`config.mk`:
```
export PLATFORM = sky130hd
export DESIGN_NAME = text_video_scanline_sequencer_top
export DESIGN_NICKNAME = d
export VERILOG_FILES = /design/src/hdl/tvss_pkg.sv /design/src/hdl/tvss_line_seq.sv /design/src/hdl/tvss_time_clock.sv /design/src/hdl/text_video_scanline_sequencer_top.sv
export SDC_FILE = /design/constraint.sdc
export NUM_CORES = 1
export LEC_CHECK = 0
export ABC_AREA = 0
export BUFFER_PORTS_ARGS = -buffer_cell sky130_fd_sc_hd__buf_2
export CORE_UTILIZATION = 62
export CTS_CLUSTER_SIZE = 12
export DETAILED_ROUTE_END_ITERATION = 8
export GPL_ROUTABILITY_DRIVEN = 0
export PLACE_DENSITY = 0.81
export SLEW_MARGIN = 40
export SYNTH_ARGS = -nofsm -noshare
export SYNTH_HDL_FRONTEND = slang
export SYNTH_HIERARCHICAL = 1
export SYNTH_SLANG_ARGS = --single-unit
```
`constraint.sdc`:
```
create_clock -name clk -period 13.25 [get_ports clk]
set_input_delay 1.9875 -clock clk [delete_from_list [all_inputs] [get_ports clk]]
set_output_delay 1.9875 -clock clk [all_outputs]
set_load 0.03 [all_outputs]
```
`src/hdl/tvss_pkg.sv`:
```
// tvss_pkg: shared types and constants for the text video scanline sequencer
// used by every module of the block; no dependencies

package tvss_pkg;

    localparam int LINE_W  = 9;
    localparam int PTR_W   = 12;
    localparam int VLINE_W = 8;
    localparam int CFG_INDEX_W = 2;
    localparam int CFG_DATA_W  = 8;

    localparam logic [CFG_INDEX_W-1:0] REG_EVEN_FIELD = 2'd0;
    localparam logic [CFG_INDEX_W-1:0] REG_VSYNC_LINE = 2'd1;

    localparam logic [VLINE_W-1:0] VSYNC_LINE_RESET = 8'd230;
    localparam logic [5:0] SIXTY = 6'd60;

    typedef enum logic [1:0] {
        PULSE_NONE  = 2'd0,
        PULSE_HSYNC = 2'd1,
        PULSE_EQU   = 2'd2,
        PULSE_BROAD = 2'd3
    } pulse_t;

    typedef struct packed {
        logic [LINE_W-1:0] line;
        logic              active;
        logic [PTR_W-1:0]  base;
        logic [2:0]        font_row;
        pulse_t            p1;
        pulse_t            p2;
        logic              vsync;
    } line_info_t;

    typedef struct packed {
        logic [5:0]  fields;
        logic [5:0]  seconds;
        logic [5:0]  minutes;
        logic [7:0]  hours;
        logic [31:0] ticks;
    } time_t;

    typedef struct packed {
        line_info_t info;
        time_t      clock;
    } result_t;

endpackage

```
`src/hdl/tvss_line_seq.sv`:
```
// tvss_line_seq: line counter, row pointer, blank flag, vsync level and sync pulse decode
// depends on tvss_pkg

module tvss_line_seq #(
    parameter int TEXT_COLUMNS = 40,
    parameter int TEXT_ROWS    = 26,
    parameter int LAST_LINE    = 262
) (
    input  logic                          clk,
    input  logic                          rst_n,
    input  logic                          accept,
    input  logic                          blank_now,
    input  logic                          even_field,
    input  logic [tvss_pkg::VLINE_W-1:0]  vsync_line,
    output tvss_pkg::line_info_t          info,
    output logic                          advance
);

    localparam logic [tvss_pkg::LINE_W:0] ACTIVE_LINES = (tvss_pkg::LINE_W+1)'(TEXT_ROWS * 8);
    localparam logic [tvss_pkg::LINE_W:0] LAST = (tvss_pkg::LINE_W+1)'(LAST_LINE);
    localparam logic [tvss_pkg::PTR_W-1:0] COLS = tvss_pkg::PTR_W'(TEXT_COLUMNS);

    logic [tvss_pkg::LINE_W-1:0] line_reg, line_next;
    logic [tvss_pkg::PTR_W-1:0]  ptr_reg, ptr_next, ptr_dec;
    logic                        blank_reg, blank_next, blank_eff;
    logic                        vsync_reg, vsync_next;
    logic [tvss_pkg::LINE_W:0]   line_x, vl_x, diff, line_inc;
    tvss_pkg::pulse_t            p1, p2;
    logic                        active;
    logic [tvss_pkg::PTR_W-1:0]  base;
    logic                        adv;

    always_comb
    begin
        line_x    = {1'b0, line_reg};
        vl_x      = (tvss_pkg::LINE_W+1)'(vsync_line);
        diff      = line_x - vl_x;
        blank_eff = blank_reg | blank_now;
        ptr_dec   = (line_reg[2:0] != 3'd0) ? ptr_reg - COLS : ptr_reg;
        ptr_next  = ptr_reg;
        blank_next = blank_eff;
        vsync_next = vsync_reg;
        p1        = tvss_pkg::PULSE_HSYNC;
        p2        = tvss_pkg::PULSE_NONE;
        active    = 1'b0;
        base      = '0;
        adv       = 1'b0;
        if (line_x < ACTIVE_LINES)
        begin
            if (!blank_eff)
            begin
                active   = 1'b1;
                base     = ptr_dec;
                ptr_next = ptr_dec + COLS;
            end
            else if (line_reg[2:0] == 3'd0)
            begin
                ptr_next = ptr_reg + COLS;
            end
        end
        else if (line_x == ACTIVE_LINES)
        begin
            ptr_next = '0;
            p1       = tvss_pkg::PULSE_NONE;
        end
        else if (line_x + 10'd5 == vl_x)
        begin
            vsync_next = 1'b1;
        end
        else if (line_x >= vl_x && diff <= 10'd8)
        begin
            unique case (diff[3:0])
                4'd0, 4'd1, 4'd6:
                begin
                    p1 = tvss_pkg::PULSE_EQU;
                    p2 = tvss_pkg::PULSE_EQU;
                end
                4'd2:
                begin
                    p1 = tvss_pkg::PULSE_EQU;
                    p2 = even_field ? tvss_pkg::PULSE_EQU : tvss_pkg::PULSE_BROAD;
                end
                4'd3, 4'd4:
                begin
                    p1 = tvss_pkg::PULSE_BROAD;
                    p2 = tvss_pkg::PULSE_BROAD;
                end
                4'd5:
                begin
                    p1 = even_field ? tvss_pkg::PULSE_BROAD : tvss_pkg::PULSE_NONE;
                    p2 = even_field ? tvss_pkg::PULSE_BROAD : tvss_pkg::PULSE_NONE;
                end
                4'd7:
                begin
                    p1 = even_field ? tvss_pkg::PULSE_EQU : tvss_pkg::PULSE_NONE;
                    p2 = even_field ? tvss_pkg::PULSE_EQU : tvss_pkg::PULSE_NONE;
                end
                default:
                begin
                    // end of the sync group: field done
                    vsync_next = 1'b0;
                    blank_next = 1'b0;
                    adv        = 1'b1;
                end
            endcase
        end
        line_inc  = line_x + 10'd1;
        line_next = (line_inc > LAST) ? '0 : line_inc[tvss_pkg::LINE_W-1:0];
    end

    always_ff @(posedge clk or negedge rst_n)
    begin
        if (!rst_n)
        begin
            line_reg  <= '0;
            ptr_reg   <= '0;
            blank_reg <= 1'b0;
            vsync_reg <= 1'b0;
        end
        else if (accept)
        begin
            line_reg  <= line_next;
            ptr_reg   <= ptr_next;
            blank_reg <= blank_next;
            vsync_reg <= vsync_next;
        end
    end

    assign info.line     = line_reg;
    assign info.active   = active;
    assign info.base     = base;
    assign info.font_row = line_reg[2:0];
    assign info.p1       = p1;
    assign info.p2       = p2;
    assign info.vsync    = vsync_next;
    assign advance       = adv;

endmodule

```
`src/hdl/tvss_time_clock.sv`:
```
// tvss_time_clock: field / second / minute / hour clock and total field count
// depends on tvss_pkg

module tvss_time_clock (
    input  logic            clk,
    input  logic            rst_n,
    input  logic            accept,
    input  logic            advance,
    output tvss_pkg::time_t clock_next
);

    tvss_pkg::time_t t_reg, t_next;
    logic [5:0] f_inc, s_inc, m_inc;

    always_comb
    begin
        t_next = t_reg;
        f_inc  = t_reg.fields + 6'd1;
        s_inc  = t_reg.seconds + 6'd1;
        m_inc  = t_reg.minutes + 6'd1;
        if (advance)
        begin
            t_next.ticks  = t_reg.ticks + 32'd1;
            t_next.fields = f_inc;
            if (f_inc == tvss_pkg::SIXTY)
            begin
                t_next.fields  = '0;
                t_next.seconds = s_inc;
                if (s_inc == tvss_pkg::SIXTY)
                begin
                    t_next.seconds = '0;
                    t_next.minutes = m_inc;
                    if (m_inc == tvss_pkg::SIXTY)
                    begin
                        t_next.minutes = '0;
                        t_next.hours   = t_reg.hours + 8'd1;
                    end
                end
            end
        end
    end

    always_ff @(posedge clk or negedge rst_n)
    begin
        if (!rst_n)
            t_reg <= '0;
        else if (accept)
            t_reg <= t_next;
    end

    assign clock_next = t_next;

endmodule

```
`src/hdl/text_video_scanline_sequencer_top.sv`:
```
// text_video_scanline_sequencer_top: scanline sequencer top level with config registers
// and a two-entry output buffer; depends on tvss_pkg, tvss_line_seq, tvss_time_clock

// One item is one horizontal line tick. The line, pointer and clock state update
// at the accept edge, which also registers the item's result for the output.
// A new item is taken every cycle while in_stall is low; the output register
// plus a one-entry skid stage let one more item in while a result is held by
// out_stall, after which in_stall rises until the skid drains.
// Configuration (even_field, vsync_line) is always ready and should be written
// only while no item is in flight.

module text_video_scanline_sequencer_top #(
    parameter int TEXT_COLUMNS = 40,
    parameter int TEXT_ROWS    = 26,
    parameter int LAST_LINE    = 262
) (
    input  logic                              clk,
    input  logic                              rst_n,
    input  logic                              cfg_valid,
    output logic                              cfg_ready,
    input  logic [tvss_pkg::CFG_INDEX_W-1:0]  cfg_index,
    input  logic [tvss_pkg::CFG_DATA_W-1:0]   cfg_data,
    input  logic                              in_valid,
    output logic                              in_stall,
    input  logic                              blank_now,
    output logic                              out_valid,
    input  logic                              out_stall,
    output logic [8:0]                        line_number,
    output logic                              active_video,
    output logic [11:0]                       row_base,
    output logic [2:0]                        font_row,
    output logic [1:0]                        first_pulse,
    output logic [1:0]                        second_pulse,
    output logic                              vsync_level,
    output logic [5:0]                        field_count,
    output logic [5:0]                        seconds_count,
    output logic [5:0]                        minutes_count,
    output logic [7:0]                        hours_count,
    output logic [31:0]                       tick_count
);

    logic                           even_field_reg;
    logic [tvss_pkg::VLINE_W-1:0]   vsync_line_reg;
    logic                           accept, advance, out_take;
    tvss_pkg::line_info_t           info;
    tvss_pkg::time_t                clock_next;
    tvss_pkg::result_t              new_res;
    tvss_pkg::result_t              out_reg, skid_reg;
    logic                           out_valid_reg, skid_valid_reg;

    assign cfg_ready = 1'b1;

    always_ff @(posedge clk or negedge rst_n)
    begin
        if (!rst_n)
        begin
            even_field_reg <= 1'b0;
            vsync_line_reg <= tvss_pkg::VSYNC_LINE_RESET;
        end
        else if (cfg_valid)
        begin
            if (cfg_index == tvss_pkg::REG_EVEN_FIELD)
                even_field_reg <= cfg_data[0];
            else if (cfg_index == tvss_pkg::REG_VSYNC_LINE)
                vsync_line_reg <= cfg_data;
        end
    end

    assign in_stall = skid_valid_reg;
    assign accept   = in_valid && !skid_valid_reg;
    assign out_take = out_valid_reg && !out_stall;

    tvss_line_seq #(
        .TEXT_COLUMNS (TEXT_COLUMNS),
        .TEXT_ROWS    (TEXT_ROWS),
        .LAST_LINE    (LAST_LINE)
    ) u_line_seq (
        .clk        (clk),
        .rst_n      (rst_n),
        .accept     (accept),
        .blank_now  (blank_now),
        .even_field (even_field_reg),
        .vsync_line (vsync_line_reg),
        .info       (info),
        .advance    (advance)
    );

    tvss_time_clock u_time_clock (
        .clk        (clk),
        .rst_n      (rst_n),
        .accept     (accept),
        .advance    (advance),
        .clock_next (clock_next)
    );

    assign new_res.info  = info;
    assign new_res.clock = clock_next;

    // control of the output register and skid stage
    always_ff @(posedge clk or negedge rst_n)
    begin
        if (!rst_n)
        begin
            out_valid_reg  <= 1'b0;
            skid_valid_reg <= 1'b0;
        end
        else if (!out_valid_reg || out_take)
        begin
            if (skid_valid_reg)
            begin
                out_valid_reg  <= 1'b1;
                skid_valid_reg <= 1'b0;
            end
            else
            begin
                out_valid_reg <= accept;
            end
        end
        else if (accept)
        begin
            skid_valid_reg <= 1'b1;
        end
    end

    always_ff @(posedge clk)
    begin
        if (!out_valid_reg || out_take)
        begin
            if (skid_valid_reg)
                out_reg <= skid_reg;
            else if (accept)
                out_reg <= new_res;
        end
        else if (accept)
        begin
            skid_reg <= new_res;
        end
    end

    assign out_valid     = out_valid_reg;
    assign line_number   = out_reg.info.line;
    assign active_video  = out_reg.info.active;
    assign row_base      = out_reg.info.base;
    assign font_row      = out_reg.info.font_row;
    assign first_pulse   = out_reg.info.p1;
    assign second_pulse  = out_reg.info.p2;
    assign vsync_level   = out_reg.info.vsync;
    assign field_count   = out_reg.clock.fields;
    assign seconds_count = out_reg.clock.seconds;
    assign minutes_count = out_reg.clock.minutes;
    assign hours_count   = out_reg.clock.hours;
    assign tick_count    = out_reg.clock.ticks;

endmodule

```
==> results of run 1 <==
metrics by stage:
step                      hold slack (ns)  cell area, sq um  total power, mW
after floorplan                    0.4449             13650            1.432
after global placement             0.4737             14080            1.512
after detailed placement           0.4753             14090            1.529
after CTS                          0.4872             14890            2.222
after global routing               0.5210             14920            2.312
final                              0.4961             14920            2.212
cell type report:
type	instances	area [sq um]	area share
clock buffers	44	759.5	0.05090
clock inverters	6	41.29	0.002767
inverters	25	93.84	0.006289
multi-input cells	710	5558	0.3725
flip-flops and latches	265	7522	0.5041
well taps	275	344.1	0.02306
repair buffers	112	603.1	0.04042
routing by layer:
layer / routed length, um / track usage
met4: 516 / 0.07778
met1: 11170 / 0.3185
met5: 0 / 0
met2: 12950 / 0.3998
met3: 1423 / 0.03667
power breakdown:
part / switching [mW] / internal (mW) / leakage, nW / total, mW
logic: 0.287 / 0.195 / 2.72 / 0.481
clock network: 0.300 / 0.392 / 0.387 / 0.692
registers: 0.0780 / 0.961 / 2.78 / 1.04
final timing paths:
kind	from	end	slack, ns	cells after the start
max	u_line_seq/line_reg[0]$_DFFE_PN0P_	hours_count[1]$_DFFE_PP_	8.44	16
min	u_time_clock/t_reg[39]$_DFFE_PN0P_	u_time_clock/t_reg[39]$_DFFE_PN0P_	0.50	1
max reg2reg	u_line_seq/line_reg[0]$_DFFE_PN0P_	hours_count[1]$_DFFE_PP_	8.44	16
min reg2reg	u_time_clock/t_reg[39]$_DFFE_PN0P_	u_time_clock/t_reg[39]$_DFFE_PN0P_	0.50	1
max in group asynchronous	rst_n	u_time_clock/t_reg[22]$_DFFE_PN0P_	10.74	2
min in group asynchronous	rst_n	u_time_clock/t_reg[30]$_DFFE_PN0P_	1.43	1
cell usage after synthesis, types with 4 or more instances:
cell type,n
o21a_1,4
buf_1,4
o21ai_0,45
a21oi_1,28
nor4_2,4
a21o_1,4
inv_1,25
and3_1,20
buf_12,9
edfxtp_1,176
and4_1,6
nor3_1,19
xor2_1,32
mux2_2,20
dfstp_2,5
nor2_1,70
nand4_1,33
o22ai_1,4
a31oi_1,17
or2_2,4
nand2b_1,4
buf_4,13
clkbuf_1,14
mux2i_1,4
dfrtp_1,84
nand3_1,49
buf_6,5
buf_2,20
xnor2_1,81
nand2_1,61
ha_1,18
o31ai_1,11
mux2_4,88
kinds of logic (layout without fill, tap and decap cells):
kind of cell,Yosys count,after routing,share of synthesized area
AND/OR/NAND/NOR,317,317,0.1303
flip-flops,265,265,0.5511
adder cells (fa/ha/maj),19,19,0.01798
AO/OA/AOI/OAI,145,145,0.06677
multiplexers,112,112,0.1163
buffers and inverters,92,187,0.04439
other,2,4,0.0005505
XOR/XNOR,113,113,0.07255
critical path, delay by kind of cell, from the launching register on:
kind | cells | cell delay, ns
buf+inv | 2 | 0.40
compound gates | 2 | 0.35
mux | 2 | 0.59
flops | 1 | 0.50
simple gates | 7 | 1.91
xor+xnor | 1 | 0.15
fa+ha+maj | 2 | 0.66
==> flow_summary.toml, run 1 <==
[run]
maxCapViolCount = 0

[clocking]
clockBufferDepth = 3
cts_tree = "done"
clkSinkCount = 265
worstSkewPairLatency_ns = 0.54
h-tree-depth = 1
root_buffer = "clkbuf_16"
hold_buffers = 0
clkTransAtPathRegs_ns = 0.06
cts_setup_buffers = 0
cts_made_buffers = 27
cts_resized = 0

[synthesis]
synth-seq-cells = 265
async_flop_share = 0.3358
synth_cell_types = 86
yosysTopAreaCell = "edfxtp_1"
synth_ff_type = "edfxtp_1"
synth.avg_cell_area_sq_um = 12.81
yosys-top-cells-area = "edfxtp_1 39%, dfrtp_1 15%, mux2_4 9.7%"
yosysWarnings = 6
syn_inst = 1065
synth_edf_count = 176
syn_area_sq_um = 13640
yosysSeqAreaShare = 0.5511
synth_top_area_frac = 0.3874

[routing]
post-route-drc-count = 0
via_count = 8635
routedWlPerCell_um = 18.14
drtPass1Iterations = 5
viasPerCell = 6.009
ant_nets = 0
drtIter0Drc = 593
postRouteWirelength_mm = 26.06

[final_layout]
drive_gt1_frac = 0.2530
utilization = 0.7010
fin_cells = 1437
syn_to_final_growth_pct = 9.383
largest_register_ff_count = 88
antenna_cells = 0
finalNetCount = 1176
final_cell_mix = "176 x edfxtp_1, 104 x buf_2, 88 x mux2_4"
final_common_cell = "edfxtp_1"
nFillCells = 1489

[worst_setup_path]
worstPathCellList = "inv_1 > ha_1 > fa_1 > nand2b_1 > a21oi_1 > o21a_1 > nor2_1 > xnor2_1 > or4_1 > nor3_2 > buf_4 > nand3_1 > nor4_4 > nand2_2 > mux2_2 > mux2_4"
critical_path.startpoint_type = "register"
slowest_stage = "nor4_4"
critPathMaxFanout = 20
crit_path_max_incr_delay_ns = 0.73
path_class = "register to register"
critical_path_required_ns = 13.54
cp.arrival_ns = 5.10
cp-end-kind = "register"

[sta]
final.setup.worst_slack_ns = 8.440
hold_viol_final = 0
skew_ns = 0.01205
fin_crit_sh = 0.3630
slew_headroom = 0.4292
setup_viol = 0
worstMarginPinSlew_ns = 0.8505
maxSlewViolCount = 0
fin_crit_ns = 4.810
rsz0062_at_grt = "false"
fmax_mhz = 207.9
finalSetupTns_ns = 0

[power]
power_leakage_nw = 5.888
power_density_nw_per_um2 = 148.2
ir_worst_vdd_uv = 124.0

[floorplanning]
die-height_um = 150.3
die_area_sq_um = 22600
die_width_um = 150.3
num_rows = 53
floorplan.initialDensity = 0.6409
io_pins = 107
core_sq_um = 21290

[global_route]
grt_pass1_vias = 8629
grt_max_degree = 89
grt_overflow = 0
grt_antenna_before_repair = 0
grt_pass1_wl_mm = 42.71
grtUsageTotal = 0.2385

[placement]
portBuffers = 105
dpl.cell_count = 1386
dp_slack_ns = 8.454
hpwl_mm = 17.22

[status]
status = "finished clean"

[hold_path]
hp-class = "register to register"
(Power assumes the default switching activity.)
==> inputs of run 2 (changes only) <==
- CORE_UTILIZATION: 62 -> 55
- PLACE_DENSITY: 0.81 -> 0.76
- clock period: 13.25 -> 4.4 ns (I/O delays scaled with it)
==> run 2 against run 1 <==
Compared with the run above: die area rose by 13%; global-route usage fell by 3.9 points; clock skew rose by 0.0081 ns; via count fell by 1.7%; core utilization fell by 7.9 points; wire length fell by 3.3%; final cell count rose by 4.5%; largest power group unchanged; highest routed layer unchanged.
==> flow_summary.toml, run 2 (synthesis gave the netlist of run 1 again) <==
[global_route]
grt_antenna_before_repair = 0
grtUsageTotal = 0.1993
grt_pass1_vias = 8217
grt_overflow = 0
use_met3 = 0.02917
grt_max_degree = 89
grt_pass1_wl_mm = 41.92
met2_usage = 0.3271
grt-busiest-layer = "met2"
use_met1 = 0.2766

[routing]
postRouteWirelength_mm = 25.19
via_count = 8486
drtPass1Iterations = 5
post-route-drc-count = 0
viasPerCell = 5.650
ant_nets = 0
drtIter0Drc = 483
routedWlPerCell_um = 16.77

[clocking]
clkSinkCount = 265
clockBufferDepth = 3
root_buffer = "clkbuf_16"
clkTransAtPathRegs_ns = 0.06
cts_made_buffers = 28
hold_buffers = 0
h-tree-depth = 1
worstSkewPairLatency_ns = 0.54
cts_tree = "done"

[floorplanning]
die-height_um = 159.5
core_sq_um = 24320
die_area_sq_um = 25440
io_pins = 107
num_rows = 57
die_width_um = 159.5
floorplan.initialDensity = 0.5609

[final_layout]
antenna_cells = 0
drive_gt1_frac = 0.2640
seq_area_sq_um = 7522
final_common_cell = "edfxtp_1"
multi_input_area_sq_um = 5559
nFillCells = 1883
utilization = 0.6221
syn_to_final_growth_pct = 10.91
largest_register_ff_count = 88
finalNetCount = 1191
final_cell_mix = "176 x edfxtp_1, 104 x buf_2, 88 x mux2_4"

[sta]
hold_viol_final = 0
setup_viol = 0
whs_ns = 0.09529
skew_ns = 0.02012
rsz0062_at_grt = "false"
slew_headroom = 0.4229
fin_crit_ns = 4.143
fin_crit_sh = 0.9417
worstMarginPinSlew_ns = 0.8638
maxSlewViolCount = 0
fmax_mhz = 241.3
finalSetupTns_ns = 0

[power]
total_power_mw = 6.705
power_leakage_nw = 5.972
ir_worst_vdd_uv = 287.1
power_density_nw_per_um2 = 443.2

[worst_setup_path]
slowest_stage = "or4_1"
critical_path_required_ns = 4.69
cp.depth = 17
path_buf_inv = 3
crit_path_max_incr_delay_ns = 0.53
r2r_slack_ns = 0.26
cpLargestDelayFamily = "simple AND/OR/NAND/NOR gates"
cp-end-kind = "register"
r2r_start = "u_line_seq/line_reg[0]$_DFFE_PN0P_"
cp.arrival_ns = 4.43
path_class = "register to register"
critical_path.startpoint_type = "register"
critPathMaxFanout = 19
r2r_cells = 17
reg2reg_to = "tick_count[21]$_DFFE_PP_"
worstPathCellList = "inv_1 > ha_1 > fa_1 > nand2b_1 > a21oi_2 > o21a_1 > nor2_1 > xnor2_1 > or4_1 > nor3_4 > buf_12 > nand4_1 > nor3b_2 > buf_4 > nand4_1 > xnor2_1 > mux2_4"

[status]
status = "finished clean"

[placement]
hpwl_mm = 16.77
portBuffers = 105

[hold_path]
hp-class = "input port to asynchronous set/reset pin"

[run]
maxCapViolCount = 0
## run 2: cell types whose count changed in the layout (fill, tap and decap cells not counted), moves of 2 or more
cell | previous run | this run
buf_4 | 5 | 18
nor2_2 | 3 | 1
clkbuf_1 | 15 | 13
nor2_1 | 68 | 70
## run 2: worst max-delay path by stage
stage / startpoint / to
after global routing: u_line_seq/line_reg[0]$_DFFE_PN0P_ / tick_count[21]$_DFFE_PP_
after detailed placement: u_line_seq/line_reg[0]$_DFFE_PN0P_ / hours_count[1]$_DFFE_PP_
after CTS: u_line_seq/line_reg[0]$_DFFE_PN0P_ / hours_count[1]$_DFFE_PP_
after floorplan: u_line_seq/line_reg[0]$_DFFE_PN0P_ / hours_count[2]$_DFFE_PP_
after global placement: u_line_seq/line_reg[0]$_DFFE_PN0P_ / hours_count[1]$_DFFE_PP_
final: u_line_seq/line_reg[0]$_DFFE_PN0P_ / tick_count[21]$_DFFE_PP_
## run 2: cell type report
cell class	instances	share of cell area
sequential	265	0.4972
clock inverter	9	0.003556
timing repair buffer	126	0.04747
inverter	25	0.006202
tap	324	0.02679
clock buffer	43	0.05136
multi-input combinational	710	0.3674
## run 2: timing repair
item / in CTS / in global routing
setup endpoints to repair: 0 / 24
setup buffers: 0 / 1
resized for setup: 0 / 3
## run 2: per-layer routing
layer	vias to the layer above	share of wire	wire length, um
met5	-	0	0
met4	0	0.021	517
met3	37	0.044	1097
met2	197	0.48	12080
met1	4159	0.46	11500
li1	4093	-	-
## run 2: metrics by stage
step	cell area, sq um	setup WS (ns)	std cells
4_1_cts	15110	0.1431	1501
5_1_grt	15130	0.03362	1502
3_5_place_dp	14270	0.1496	1449
2_1_floorplan	13650	0.3138	1067
6_report	15130	0.2565	1502
3_3_place_gp	14270	0.2487	1449
## run 2: power breakdown
| group | switching, mW | internal (mW) |
|---|---|---|
| Combinational | 0.918 | 0.615 |
| Clock | 0.911 | 1.21 |
| Sequential | 0.155 | 2.89 |
| Total | 1.98 | 4.72 |
